File: src/design/mmlns_pkg.sv
`timescale 1ns / 1ps

package mmlns_pkg;

    localparam int QUEUE_DEPTH_DEF = 4;

    localparam int HOLD_W  = 10;
    localparam int FNUM_W  = 11;
    localparam int CFG_IDX_W = 2;

    localparam logic [HOLD_W-1:0] GAP_HOLD_RST  = 10'd20;
    localparam logic [HOLD_W-1:0] NOTE_HOLD_RST = 10'd200;
    localparam logic [HOLD_W-1:0] REST_HOLD_RST = 10'd200;

    localparam logic [CFG_IDX_W-1:0] CFG_GAP_HOLD  = 2'd0;
    localparam logic [CFG_IDX_W-1:0] CFG_NOTE_HOLD = 2'd1;
    localparam logic [CFG_IDX_W-1:0] CFG_REST_HOLD = 2'd2;

    localparam logic [1:0] CMD_KEY_OFF = 2'd0;
    localparam logic [1:0] CMD_NOTE_ON = 2'd1;
    localparam logic [1:0] CMD_REST    = 2'd2;

    typedef enum logic [1:0] {
        TAIL_NONE = 2'd0,
        TAIL_END  = 2'd1,
        TAIL_REST = 2'd2
    } tail_t;

    // One queued unit of work: optional note (key-off + note-on), then optional tail
    typedef struct packed {
        logic       has_note;
        logic [2:0] blk;
        logic [3:0] key;
        tail_t      tail;
    } action_t;

    typedef struct packed {
        logic [HOLD_W-1:0] gap;
        logic [HOLD_W-1:0] note;
        logic [HOLD_W-1:0] rest;
    } hold_cfg_t;

    function automatic logic [FNUM_W-1:0] fnum_lookup(input logic [3:0] key);
        logic [FNUM_W-1:0] f;
        unique case (key)
            4'd0:    f = 11'd617;
            4'd1:    f = 11'd653;
            4'd2:    f = 11'd692;
            4'd3:    f = 11'd733;
            4'd4:    f = 11'd777;
            4'd5:    f = 11'd823;
            4'd6:    f = 11'd872;
            4'd7:    f = 11'd924;
            4'd8:    f = 11'd979;
            4'd9:    f = 11'd1038;
            4'd10:   f = 11'd1100;
            4'd11:   f = 11'd1165;
            default: f = '0;
        endcase
        return f;
    endfunction

endpackage

File: src/design/mmlns_front.sv
`timescale 1ns / 1ps

module mmlns_front
    import mmlns_pkg::*;
(
    input  logic       clk,
    input  logic       rst_n,
    input  logic       in_valid,
    output logic       in_stall,
    input  logic [7:0] symbol,
    input  logic       q_full,
    output logic       q_push,
    output action_t    q_data
);

    localparam logic [7:0] CH_NUL   = 8'h00;
    localparam logic [7:0] CH_PLUS  = 8'h2B;
    localparam logic [7:0] CH_HASH  = 8'h23;
    localparam logic [7:0] CH_ZERO  = 8'h30;
    localparam logic [7:0] CH_ONE   = 8'h31;
    localparam logic [7:0] CH_EIGHT = 8'h38;
    localparam logic [7:0] CH_UA    = 8'h41;
    localparam logic [7:0] CH_UG    = 8'h47;
    localparam logic [7:0] CH_LA    = 8'h61;
    localparam logic [7:0] CH_LG    = 8'h67;
    localparam logic [7:0] CH_UO    = 8'h4F;
    localparam logic [7:0] CH_LO    = 8'h6F;
    localparam logic [7:0] CH_UR    = 8'h52;
    localparam logic [7:0] CH_LR    = 8'h72;
    localparam logic [3:0] OCT_RST  = 4'd4;

    function automatic logic [3:0] letter_semi(input logic [2:0] idx);
        logic [3:0] s;
        unique case (idx)
            3'd0:    s = 4'd9;
            3'd1:    s = 4'd11;
            3'd2:    s = 4'd0;
            3'd3:    s = 4'd2;
            3'd4:    s = 4'd4;
            3'd5:    s = 4'd5;
            3'd6:    s = 4'd7;
            default: s = 4'd0;
        endcase
        return s;
    endfunction

    logic [3:0] octave_reg, octave_next;
    logic       held_valid_reg, held_valid_next;
    logic [3:0] held_semi_reg, held_semi_next;
    logic       await_reg, await_next;

    logic       accept;
    logic       sharp;
    logic [7:0] ucase_off;
    logic [7:0] lcase_off;
    logic [7:0] digit_off;
    logic [3:0] semi;
    logic       wrap;
    logic [3:0] blk_raw;
    action_t    act;

    assign in_stall  = q_full;
    assign accept    = in_valid && !in_stall;
    assign sharp     = (symbol == CH_PLUS) || (symbol == CH_HASH);
    assign ucase_off = symbol - CH_UA;
    assign lcase_off = symbol - CH_LA;
    assign digit_off = symbol - CH_ZERO;

    // Sharp on B lands on 12: next octave, key C
    assign semi    = held_semi_reg + {3'd0, sharp};
    assign wrap    = (semi == 4'd12);
    assign blk_raw = octave_reg + {3'd0, wrap};

    always_comb
    begin
        octave_next     = octave_reg;
        held_valid_next = held_valid_reg;
        held_semi_next  = held_semi_reg;
        await_next      = 1'b0;
        act.has_note    = 1'b0;
        act.blk         = (blk_raw > 4'd7) ? 3'd7 : blk_raw[2:0];
        act.key         = wrap ? 4'd0 : semi;
        act.tail        = TAIL_NONE;

        if (await_reg && symbol >= CH_ONE && symbol <= CH_EIGHT) begin
            octave_next = digit_off[3:0];
        end else begin
            if (held_valid_reg) begin
                act.has_note    = 1'b1;
                held_valid_next = 1'b0;
            end
            if (!(held_valid_reg && sharp)) begin
                unique if (symbol == CH_NUL) begin
                    act.tail        = TAIL_END;
                    octave_next     = OCT_RST;
                    held_valid_next = 1'b0;
                    held_semi_next  = 4'd0;
                end else if (symbol == CH_UO || symbol == CH_LO) begin
                    await_next = 1'b1;
                end else if (symbol >= CH_UA && symbol <= CH_UG) begin
                    held_valid_next = 1'b1;
                    held_semi_next  = letter_semi(ucase_off[2:0]);
                end else if (symbol >= CH_LA && symbol <= CH_LG) begin
                    held_valid_next = 1'b1;
                    held_semi_next  = letter_semi(lcase_off[2:0]);
                end else if (symbol == CH_UR || symbol == CH_LR) begin
                    act.tail = TAIL_REST;
                end else begin
                    act.tail = TAIL_NONE;
                end
            end
        end
    end

    assign q_push = accept && (act.has_note || act.tail != TAIL_NONE);
    assign q_data = act;

    always_ff @(posedge clk or negedge rst_n)
    begin
        if (!rst_n) begin
            octave_reg     <= OCT_RST;
            held_valid_reg <= 1'b0;
            held_semi_reg  <= 4'd0;
            await_reg      <= 1'b0;
        end else if (accept) begin
            octave_reg     <= octave_next;
            held_valid_reg <= held_valid_next;
            held_semi_reg  <= held_semi_next;
            await_reg      <= await_next;
        end
    end

endmodule

File: src/design/mmlns_queue.sv
`timescale 1ns / 1ps

module mmlns_queue
    import mmlns_pkg::*;
#(
    parameter int DEPTH = QUEUE_DEPTH_DEF
)
(
    input  logic    clk,
    input  logic    rst_n,
    input  logic    push,
    input  action_t push_data,
    output logic    full,
    input  logic    pop,
    output logic    head_valid,
    output action_t head
);

    localparam int PW = (DEPTH > 1) ? $clog2(DEPTH) : 1;
    localparam int CW = $clog2(DEPTH + 1);

    action_t         entry_reg [DEPTH];
    logic [PW-1:0]   wr_ptr_reg, wr_ptr_next;
    logic [PW-1:0]   rd_ptr_reg, rd_ptr_next;
    logic [CW-1:0]   count_reg, count_next;
    logic            do_push;
    logic            do_pop;

    assign full       = (count_reg == CW'(DEPTH));
    assign head_valid = (count_reg != '0);
    assign head       = entry_reg[rd_ptr_reg];
    assign do_push    = push && !full;
    assign do_pop     = pop && head_valid;

    always_comb
    begin
        wr_ptr_next = wr_ptr_reg;
        rd_ptr_next = rd_ptr_reg;
        if (do_push) begin
            wr_ptr_next = (wr_ptr_reg == PW'(DEPTH - 1)) ? '0 : wr_ptr_reg + 1'b1;
        end
        if (do_pop) begin
            rd_ptr_next = (rd_ptr_reg == PW'(DEPTH - 1)) ? '0 : rd_ptr_reg + 1'b1;
        end
        count_next = count_reg + CW'(do_push) - CW'(do_pop);
    end

    always_ff @(posedge clk or negedge rst_n)
    begin
        if (!rst_n) begin
            wr_ptr_reg <= '0;
            rd_ptr_reg <= '0;
            count_reg  <= '0;
        end else begin
            wr_ptr_reg <= wr_ptr_next;
            rd_ptr_reg <= rd_ptr_next;
            count_reg  <= count_next;
        end
    end

    always_ff @(posedge clk)
    begin
        if (do_push) begin
            entry_reg[wr_ptr_reg] <= push_data;
        end
    end

endmodule

File: src/design/mmlns_back.sv
`timescale 1ns / 1ps

module mmlns_back
    import mmlns_pkg::*;
(
    input  logic              clk,
    input  logic              rst_n,
    input  hold_cfg_t         hold_cfg,
    input  logic              head_valid,
    input  action_t           head,
    output logic              pop,
    output logic              out_valid,
    input  logic              out_stall,
    output logic [1:0]        command,
    output logic [2:0]        octave_block,
    output logic [FNUM_W-1:0] freq_number,
    output logic [HOLD_W-1:0] hold_ms,
    output logic              last
);

    typedef enum logic [2:0] {
        PH_KEY_OFF = 3'b001,
        PH_NOTE_ON = 3'b010,
        PH_TAIL    = 3'b100
    } phase_t;

    phase_t            phase_reg, phase_next;
    logic              out_valid_reg, out_valid_next;
    logic [1:0]        cmd_reg, cmd_next;
    logic [2:0]        blk_reg, blk_next;
    logic [FNUM_W-1:0] fnum_reg, fnum_next;
    logic [HOLD_W-1:0] hold_reg, hold_next;
    logic              last_reg, last_next;
    logic              load;
    logic              emit_tail;

    assign load = head_valid && (!out_valid_reg || !out_stall);

    always_comb
    begin
        phase_next = phase_reg;
        cmd_next   = CMD_KEY_OFF;
        blk_next   = 3'd0;
        fnum_next  = '0;
        hold_next  = hold_cfg.gap;
        last_next  = 1'b0;
        emit_tail  = 1'b0;

        unique case (phase_reg)
            PH_KEY_OFF: begin
                if (head.has_note) begin
                    phase_next = PH_NOTE_ON;
                end else begin
                    emit_tail = 1'b1;
                end
            end
            PH_NOTE_ON: begin
                cmd_next  = CMD_NOTE_ON;
                blk_next  = head.blk;
                fnum_next = fnum_lookup(head.key);
                hold_next = hold_cfg.note;
                if (head.tail == TAIL_NONE) begin
                    last_next  = 1'b1;
                    phase_next = PH_KEY_OFF;
                end else begin
                    phase_next = PH_TAIL;
                end
            end
            PH_TAIL: begin
                emit_tail = 1'b1;
            end
            default: begin
                phase_next = PH_KEY_OFF;
            end
        endcase

        if (emit_tail) begin
            last_next  = 1'b1;
            phase_next = PH_KEY_OFF;
            if (head.tail == TAIL_REST) begin
                cmd_next  = CMD_REST;
                hold_next = hold_cfg.rest;
            end else begin
                // end of string: final key-off with no wait
                cmd_next  = CMD_KEY_OFF;
                hold_next = '0;
            end
        end

        if (load) begin
            out_valid_next = 1'b1;
        end else begin
            out_valid_next = out_valid_reg && out_stall;
        end
    end

    assign pop = load && last_next;

    always_ff @(posedge clk or negedge rst_n)
    begin
        if (!rst_n) begin
            phase_reg     <= PH_KEY_OFF;
            out_valid_reg <= 1'b0;
        end else begin
            out_valid_reg <= out_valid_next;
            if (load) begin
                phase_reg <= phase_next;
            end
        end
    end

    always_ff @(posedge clk)
    begin
        if (load) begin
            cmd_reg  <= cmd_next;
            blk_reg  <= blk_next;
            fnum_reg <= fnum_next;
            hold_reg <= hold_next;
            last_reg <= last_next;
        end
    end

    assign out_valid    = out_valid_reg;
    assign command      = cmd_reg;
    assign octave_block = blk_reg;
    assign freq_number  = fnum_reg;
    assign hold_ms      = hold_reg;
    assign last         = last_reg;

endmodule

File: src/design/mml_note_sequencer_top.sv
`timescale 1ns / 1ps
// MML note sequencer.
// Input channel: one text byte per item on symbol (in_valid / in_stall); byte 0
// ends the string. Letters A-G are held one byte to catch a sharp, O plus a digit
// 1-8 sets the octave, R gives a rest, other bytes produce nothing.
// Output channel (out_valid / out_stall): command, octave_block, freq_number,
// hold_ms and last; last marks the final result caused by one input byte.
// A byte yields zero to three results: key-off + note-on, then rest or final key-off.
// Config: cfg_we writes cfg_data into gap/note/rest hold registers (index 0..2);
// write only while the block is idle.
// Each action is registered in the queue, then in the back-end output register.
// Throughput: one result per cycle out of the back end while out_stall is low; a
// byte with several results is sent out one result at a time there.
// The front end keeps taking bytes while the action queue has room; in_stall
// rises only when the queue (QUEUE_DEPTH entries) is full.
// When out_stall is high the current result holds, the back end waits and the
// queue fills. Reset clears the octave to 4, drops any held note and empties
// the queue; hold registers return to 20 / 200 / 200 ms.

module mml_note_sequencer_top
    import mmlns_pkg::*;
#(
    parameter int QUEUE_DEPTH = QUEUE_DEPTH_DEF
)
(
    input  logic                 clk,
    input  logic                 rst_n,
    input  logic                 in_valid,
    output logic                 in_stall,
    input  logic [7:0]           symbol,
    output logic                 out_valid,
    input  logic                 out_stall,
    output logic [1:0]           command,
    output logic [2:0]           octave_block,
    output logic [FNUM_W-1:0]    freq_number,
    output logic [HOLD_W-1:0]    hold_ms,
    output logic                 last,
    input  logic                 cfg_we,
    input  logic [CFG_IDX_W-1:0] cfg_index,
    input  logic [HOLD_W-1:0]    cfg_data
);

    hold_cfg_t hold_cfg_reg;
    logic      q_full;
    logic      q_push;
    action_t   q_data;
    logic      q_pop;
    logic      q_head_valid;
    action_t   q_head;

    always_ff @(posedge clk or negedge rst_n)
    begin
        if (!rst_n) begin
            hold_cfg_reg.gap  <= GAP_HOLD_RST;
            hold_cfg_reg.note <= NOTE_HOLD_RST;
            hold_cfg_reg.rest <= REST_HOLD_RST;
        end else if (cfg_we) begin
            unique case (cfg_index)
                CFG_GAP_HOLD:  hold_cfg_reg.gap  <= cfg_data;
                CFG_NOTE_HOLD: hold_cfg_reg.note <= cfg_data;
                CFG_REST_HOLD: hold_cfg_reg.rest <= cfg_data;
                default:       ;
            endcase
        end
    end

    mmlns_front u_front (
        .clk      (clk),
        .rst_n    (rst_n),
        .in_valid (in_valid),
        .in_stall (in_stall),
        .symbol   (symbol),
        .q_full   (q_full),
        .q_push   (q_push),
        .q_data   (q_data)
    );

    mmlns_queue #(
        .DEPTH (QUEUE_DEPTH)
    ) u_queue (
        .clk        (clk),
        .rst_n      (rst_n),
        .push       (q_push),
        .push_data  (q_data),
        .full       (q_full),
        .pop        (q_pop),
        .head_valid (q_head_valid),
        .head       (q_head)
    );

    mmlns_back u_back (
        .clk          (clk),
        .rst_n        (rst_n),
        .hold_cfg     (hold_cfg_reg),
        .head_valid   (q_head_valid),
        .head         (q_head),
        .pop          (q_pop),
        .out_valid    (out_valid),
        .out_stall    (out_stall),
        .command      (command),
        .octave_block (octave_block),
        .freq_number  (freq_number),
        .hold_ms      (hold_ms),
        .last         (last)
    );

endmodule

File: config.mk
export PLATFORM = sky130hd
export DESIGN_NAME = mml_note_sequencer_top
export DESIGN_NICKNAME = d
export VERILOG_FILES = /design/src/design/mmlns_pkg.sv /design/src/design/mmlns_front.sv /design/src/design/mmlns_queue.sv /design/src/design/mmlns_back.sv /design/src/design/mml_note_sequencer_top.sv
export SDC_FILE = /design/constraint.sdc
export NUM_CORES = 1
export LEC_CHECK = 0
export ABC_AREA = 1
export ABC_CLOCK_PERIOD_IN_PS = 4750
export BUFFER_PORTS_ARGS = -buffer_cell sky130_fd_sc_hd__buf_2
export CAP_MARGIN = 20
export CORE_MARGIN = 2
export CORE_UTILIZATION = 60
export CTS_CLUSTER_DIAMETER = 120
export DETAILED_ROUTE_END_ITERATION = 7
export GPL_ROUTABILITY_DRIVEN = 0
export GPL_TIMING_DRIVEN = 0
export PLACE_DENSITY = 0.85
export SLEW_MARGIN = 20
export SYNTH_ARGS = -nofsm -noshare
export SYNTH_HDL_FRONTEND = slang
export SYNTH_SLANG_ARGS = --single-unit
File: constraint.sdc
create_clock -name clk -period 4.75 [get_ports clk]
set_input_delay 0.2375 -clock clk [delete_from_list [all_inputs] [get_ports clk]]
set_output_delay 0.2375 -clock clk [all_outputs]
set_load 0.01 [all_outputs]
==> flow_summary.html <==
<table>
<tr><th>Metric</th><th>Value</th></tr>
<tr><th colspan="2">Status</th></tr>
<tr><td>Status</td><td>finished clean</td></tr>
<tr><th colspan="2">Timing</th></tr>
<tr><td>Slew at the pin closest to its max-slew limit</td><td>between 1000 and 1500 ps</td></tr>
<tr><td>Skew final</td><td>between 6 and 7 ps</td></tr>
<tr><td>Count of final max-slew check failures</td><td>0</td></tr>
<tr><td>Worst slew slack as a fraction of its limit</td><td>30.6%</td></tr>
<tr><td>Unrepaired setup endpoints after global routing</td><td>no</td></tr>
<tr><td>Final setup violation count</td><td>0</td></tr>
<tr><td>Crit share post-route</td><td>about three fifths</td></tr>
<tr><td>Worst Hold Slack</td><td>10.9 ps</td></tr>
<tr><td>Maximum achievable frequency</td><td>approximately 360 MHz</td></tr>
<tr><td>Post-layout min period</td><td>between 2000 and 3000 ps</td></tr>
<tr><td>Sum Neg Setup Slack</td><td>0 ps</td></tr>
<tr><td>Number of hold violations in the final report</td><td>0</td></tr>
<tr><th colspan="2">Global routing</th></tr>
<tr><td>Number of antenna violations at the first check in global routing</td><td>0</td></tr>
<tr><td>Gr ovfl total</td><td>0</td></tr>
<tr><td>Wire length of the first global-routing pass</td><td>18.2 mm</td></tr>
<tr><td>Via count of the first global-routing pass</td><td>approximately 4000</td></tr>
<tr><td>Pin count of the biggest net entering global routing</td><td>between 50 and 60</td></tr>
<tr><td>Tot GR Track Use</td><td>between 20 and 25%</td></tr>
<tr><th colspan="2">Layout</th></tr>
<tr><td>Fraction of final layout cells sized beyond drive strength 1</td><td>20.3%</td></tr>
<tr><td>Relative area change from synthesis to final layout</td><td>20.5%</td></tr>
<tr><td># fillers</td><td>around 540</td></tr>
<tr><td>Flip-flop count of the largest register, all copies and words added</td><td>40</td></tr>
<tr><td>Final standard cell area without fillers</td><td>~0.0064 mm^2</td></tr>
<tr><td>Post-layout net count</td><td>between 600 and 700</td></tr>
<tr><td>Number of diodes</td><td>0</td></tr>
<tr><td>Utilization of the core after routing</td><td>approximately three quarters</td></tr>
<tr><td>Sequential cell area</td><td>0.00330 mm^2</td></tr>
<tr><td>Multi-input gate area</td><td>approximately 0.0017 mm^2</td></tr>
<tr><th colspan="2">Yosys</th></tr>
<tr><td>Synthesized netlist net count</td><td>577</td></tr>
<tr><td>Fraction of synthesis flops using an asynchronous set or reset pin</td><td>between 40% and 50%</td></tr>
<tr><td>Avg Cell Area, Syn</td><td>~10 um^2</td></tr>
<tr><td>Number of synthesized flops with an enable pin</td><td>67</td></tr>
<tr><td>Post-Syn Area</td><td>0.00533 mm^2</td></tr>
<tr><td>Prevailing post-synth register cell</td><td>sky130_fd_sc_hd__edfxtp_1</td></tr>
<tr><td>Share of synthesized area occupied by flip-flops and latches</td><td>61.9%</td></tr>
<tr><td>Distinct cell type count of the synthesized netlist</td><td>36</td></tr>
<tr><td>Post-Syn Instances</td><td>around 530</td></tr>
<tr><td>Yosys reg bits</td><td>~120</td></tr>
<tr><td>Yosys synthesis warning count</td><td>0</td></tr>
<tr><th colspan="2">Floorplan</th></tr>
<tr><td>Core Rows</td><td>34</td></tr>
<tr><td>Initial Util</td><td>~60%</td></tr>
<tr><td>Die Y-Extent</td><td>just under 100 um</td></tr>
<tr><td>Overall die width</td><td>slightly below 100 um</td></tr>
<tr><td>Die Area</td><td>just under 0.01 mm^2</td></tr>
<tr><td>Boundary Pins</td><td>between 50 and 60</td></tr>
<tr><td>Core footprint</td><td>between 0.008 and 0.009 mm^2</td></tr>
<tr><th colspan="2">Critical path</th></tr>
<tr><td>Maximum cell stage delay along the critical path</td><td>a little over 400 ps</td></tr>
<tr><td>Worst path arrival time</td><td>roughly 3200 ps</td></tr>
<tr><td>Max stage delay cell, worst path</td><td>sky130_fd_sc_hd__dfrtp_1</td></tr>
<tr><td>Worst path bufs/invs</td><td>3</td></tr>
<tr><td>Path type of the worst setup path</td><td>reg -&gt; reg</td></tr>
<tr><td>Crit-path max FO</td><td>28</td></tr>
<tr><td>Critical Path, Cell by Cell</td><td>nor3_1, a21oi_4, buf_16, nand2_1, inv_1, ha_1, inv_1, ha_1, fa_1, xnor2_1, xor2_1</td></tr>
<tr><td>Delay-heaviest family, CP</td><td>adder cells</td></tr>
<tr><td>Startpoint Class</td><td>register</td></tr>
<tr><td>Required @ worst endpoint</td><td>5190 ps</td></tr>
<tr><td>Endpoint kind of the worst setup timing path</td><td>register</td></tr>
<tr><th colspan="2">Routing</th></tr>
<tr><td>Vias after detailed routing</td><td>4043</td></tr>
<tr><td>Detailed-route DRC error count</td><td>0</td></tr>
<tr><td>Number of detailed-routing iterations run before antenna repair</td><td>8</td></tr>
<tr><td>Total Routed Length</td><td>11.0 mm</td></tr>
<tr><td>Count of nets left with antenna violations after detail routing</td><td>0</td></tr>
<tr><td>First-iteration detailed-routing DRC count</td><td>between 300 and 400</td></tr>
<tr><td>Routed length per instance</td><td>roughly 15 um</td></tr>
<tr><td>Mean number of vias per cell</td><td>~5.5</td></tr>
<tr><th colspan="2">Placement</th></tr>
<tr><td>Area after DPL</td><td>0.00576 mm^2</td></tr>
<tr><td>Dpl hpwl</td><td>7.04 mm</td></tr>
<tr><td>Number of input and output port buffers inserted</td><td>between 50 and 60</td></tr>
<tr><th colspan="2">Hold path</th></tr>
<tr><td>Hold WC Path Type</td><td>in -&gt; reg</td></tr>
<tr><th colspan="2">Clock network</th></tr>
<tr><td>TritonCTS clock tree</td><td>done</td></tr>
<tr><td>Bufs on Longest Clock Path</td><td>2</td></tr>
<tr><td>Clock latency reported for the late side of the worst-skew pair</td><td>approximately 520 ps</td></tr>
<tr><td>H-Tree Level Count</td><td>4</td></tr>
<tr><td>Number of buffers inserted during clock tree synthesis</td><td>17</td></tr>
<tr><td>Sinks on Clock Net</td><td>roughly 120</td></tr>
<tr><td>Clock slew at the register clock pins of the worst setup and hold paths</td><td>~60 ps</td></tr>
<tr><td>Buffers inserted during post-CTS setup optimization</td><td>0</td></tr>
<tr><td>Clock Tree Root</td><td>sky130_fd_sc_hd__clkbuf_8</td></tr>
<tr><th colspan="2">Power and ir drop</th></tr>
<tr><td>Power per cell area</td><td>between 500 and 600 mW/mm^2</td></tr>
<tr><td>Pleak</td><td>approximately 3.0 nW</td></tr>
<tr><td>Worst IR drop on VDD</td><td>0.384 mV</td></tr>
<tr><th colspan="2">Job</th></tr>
<tr><td>Max-cap violations</td><td>0</td></tr>
</table>
[power by group]
group	leakage (nW)	switching [mW]	internal, mW
registers	1.25	0.101	1.36
logic	1.43	0.706	0.394
clock network	0.293	0.465	0.782
[placed cells by master, fill, tap and decap left out, drive strengths merged, types with 6 or more instances in the layout]
master / n
o211ai: 10
clkbuf: 29
dfrtp: 41
nand2: 144
a21oi: 10
dfstp: 10
edfxtp: 67
o21ai: 52
inv: 59
nor2: 43
or2: 16
nand3: 33
nor3: 6
buf: 60
dlygate4sd3: 7
ha: 17
clkinv: 7
[per-stage QoR]
| stage | std cells | worst slack, ps | power, mW |
|---|---|---|---|
| 6_report | 734 | 1970 | 3.81 |
| 2_1_floorplan | 534 | 1890 | 2.21 |
| 5_1_grt | 734 | 1690 | 4.02 |
| 4_1_cts | 734 | 1970 | 3.80 |
| 3_5_place_dp | 695 | 1820 | 2.54 |
| 3_3_place_gp | 694 | 1310 | 2.47 |
[kinds of logic after synthesis]
family	after synthesis	synth area share (%)
buf+inv	72	5.47
flops	118	61.9
compound gates	77	7.93
simple gates	243	19.4
fa+ha+maj	18	4.36
xor+xnor	6	0.985
[Yosys cell counts (2+ instances only)]
cell type / number / area, um^2
sky130_fd_sc_hd__edfxtp_1: 67 / 2010
sky130_fd_sc_hd__xnor2_1: 3 / 26.3
sky130_fd_sc_hd__or2_2: 12 / 75.1
sky130_fd_sc_hd__nor3_1: 4 / 20.0
sky130_fd_sc_hd__nand2_1: 141 / 529
sky130_fd_sc_hd__dfstp_2: 10 / 263
sky130_fd_sc_hd__o22ai_1: 2 / 12.5
sky130_fd_sc_hd__clkbuf_1: 9 / 33.8
sky130_fd_sc_hd__o21ai_1: 3 / 15.0
sky130_fd_sc_hd__buf_4: 2 / 15.0
sky130_fd_sc_hd__dfrtp_1: 41 / 1030
sky130_fd_sc_hd__or2_1: 3 / 18.8
sky130_fd_sc_hd__o211ai_1: 10 / 75.1
sky130_fd_sc_hd__a21oi_1: 9 / 45.0
sky130_fd_sc_hd__nand3_1: 32 / 160
sky130_fd_sc_hd__inv_1: 50 / 188
sky130_fd_sc_hd__nor3_2: 2 / 20.0
sky130_fd_sc_hd__xor2_1: 3 / 26.3
sky130_fd_sc_hd__nand2_2: 2 / 12.5
sky130_fd_sc_hd__buf_2: 4 / 20.0
sky130_fd_sc_hd__nor2_1: 42 / 158
sky130_fd_sc_hd__inv_2: 5 / 18.8
sky130_fd_sc_hd__o21ai_0: 49 / 245
sky130_fd_sc_hd__ha_1: 17 / 213
[worst min-delay path, delay by kind of cell]
kind                   cells  cell delay [ps]
AO/OA/AOI/OAI              1              110
buffers and inverters      2              170
[layout make-up]
type | instances | share of cell area (%)
inverter | 55 | 3.21
multi-input combinational | 344 | 27.2
clock buffer | 19 | 6.89
buffer | 17 | 1.32
clock inverter | 13 | 2.26
tap | 108 | 2.10
timing repair buffer | 60 | 5.61
sequential | 118 | 51.4
[final timing paths]
| path | startpoint | to | slack, ps | cells past startpoint |
|---|---|---|---|---|
| max | u_queue.count_reg[1] | u_queue.count_reg[2] | 1970 | 11 |
| min | cfg_data[3] | hold_cfg_reg[3] | 10 | 3 |
| max reg2reg | u_queue.count_reg[1] | u_queue.count_reg[2] | 1970 | 11 |
| min reg2reg | hold_cfg_reg[20] | hold_cfg_reg[20] | 480 | 2 |
| max in group asynchronous | rst_n | u_front.octave_reg[1] | 4030 | 2 |
| min in group asynchronous | rst_n | hold_cfg_reg[0] | 290 | 2 |
[timing repair]
action,in CTS,in global routing
gates resized for setup,0,0
hold endpoints to repair,49,0
hold buffers,7,0
endpoints found under the setup margin,0,0
[routing by layer]
metal,vias to the layer above,wire [um],track usage (%)
met1,1925,4420,28.9
met4,0,246,10.4
li1,1925,-,-
met2,162,5690,41.7
met3,31,697,6.16
met5,-,0,0
Power figures use the tool's default switching activity.
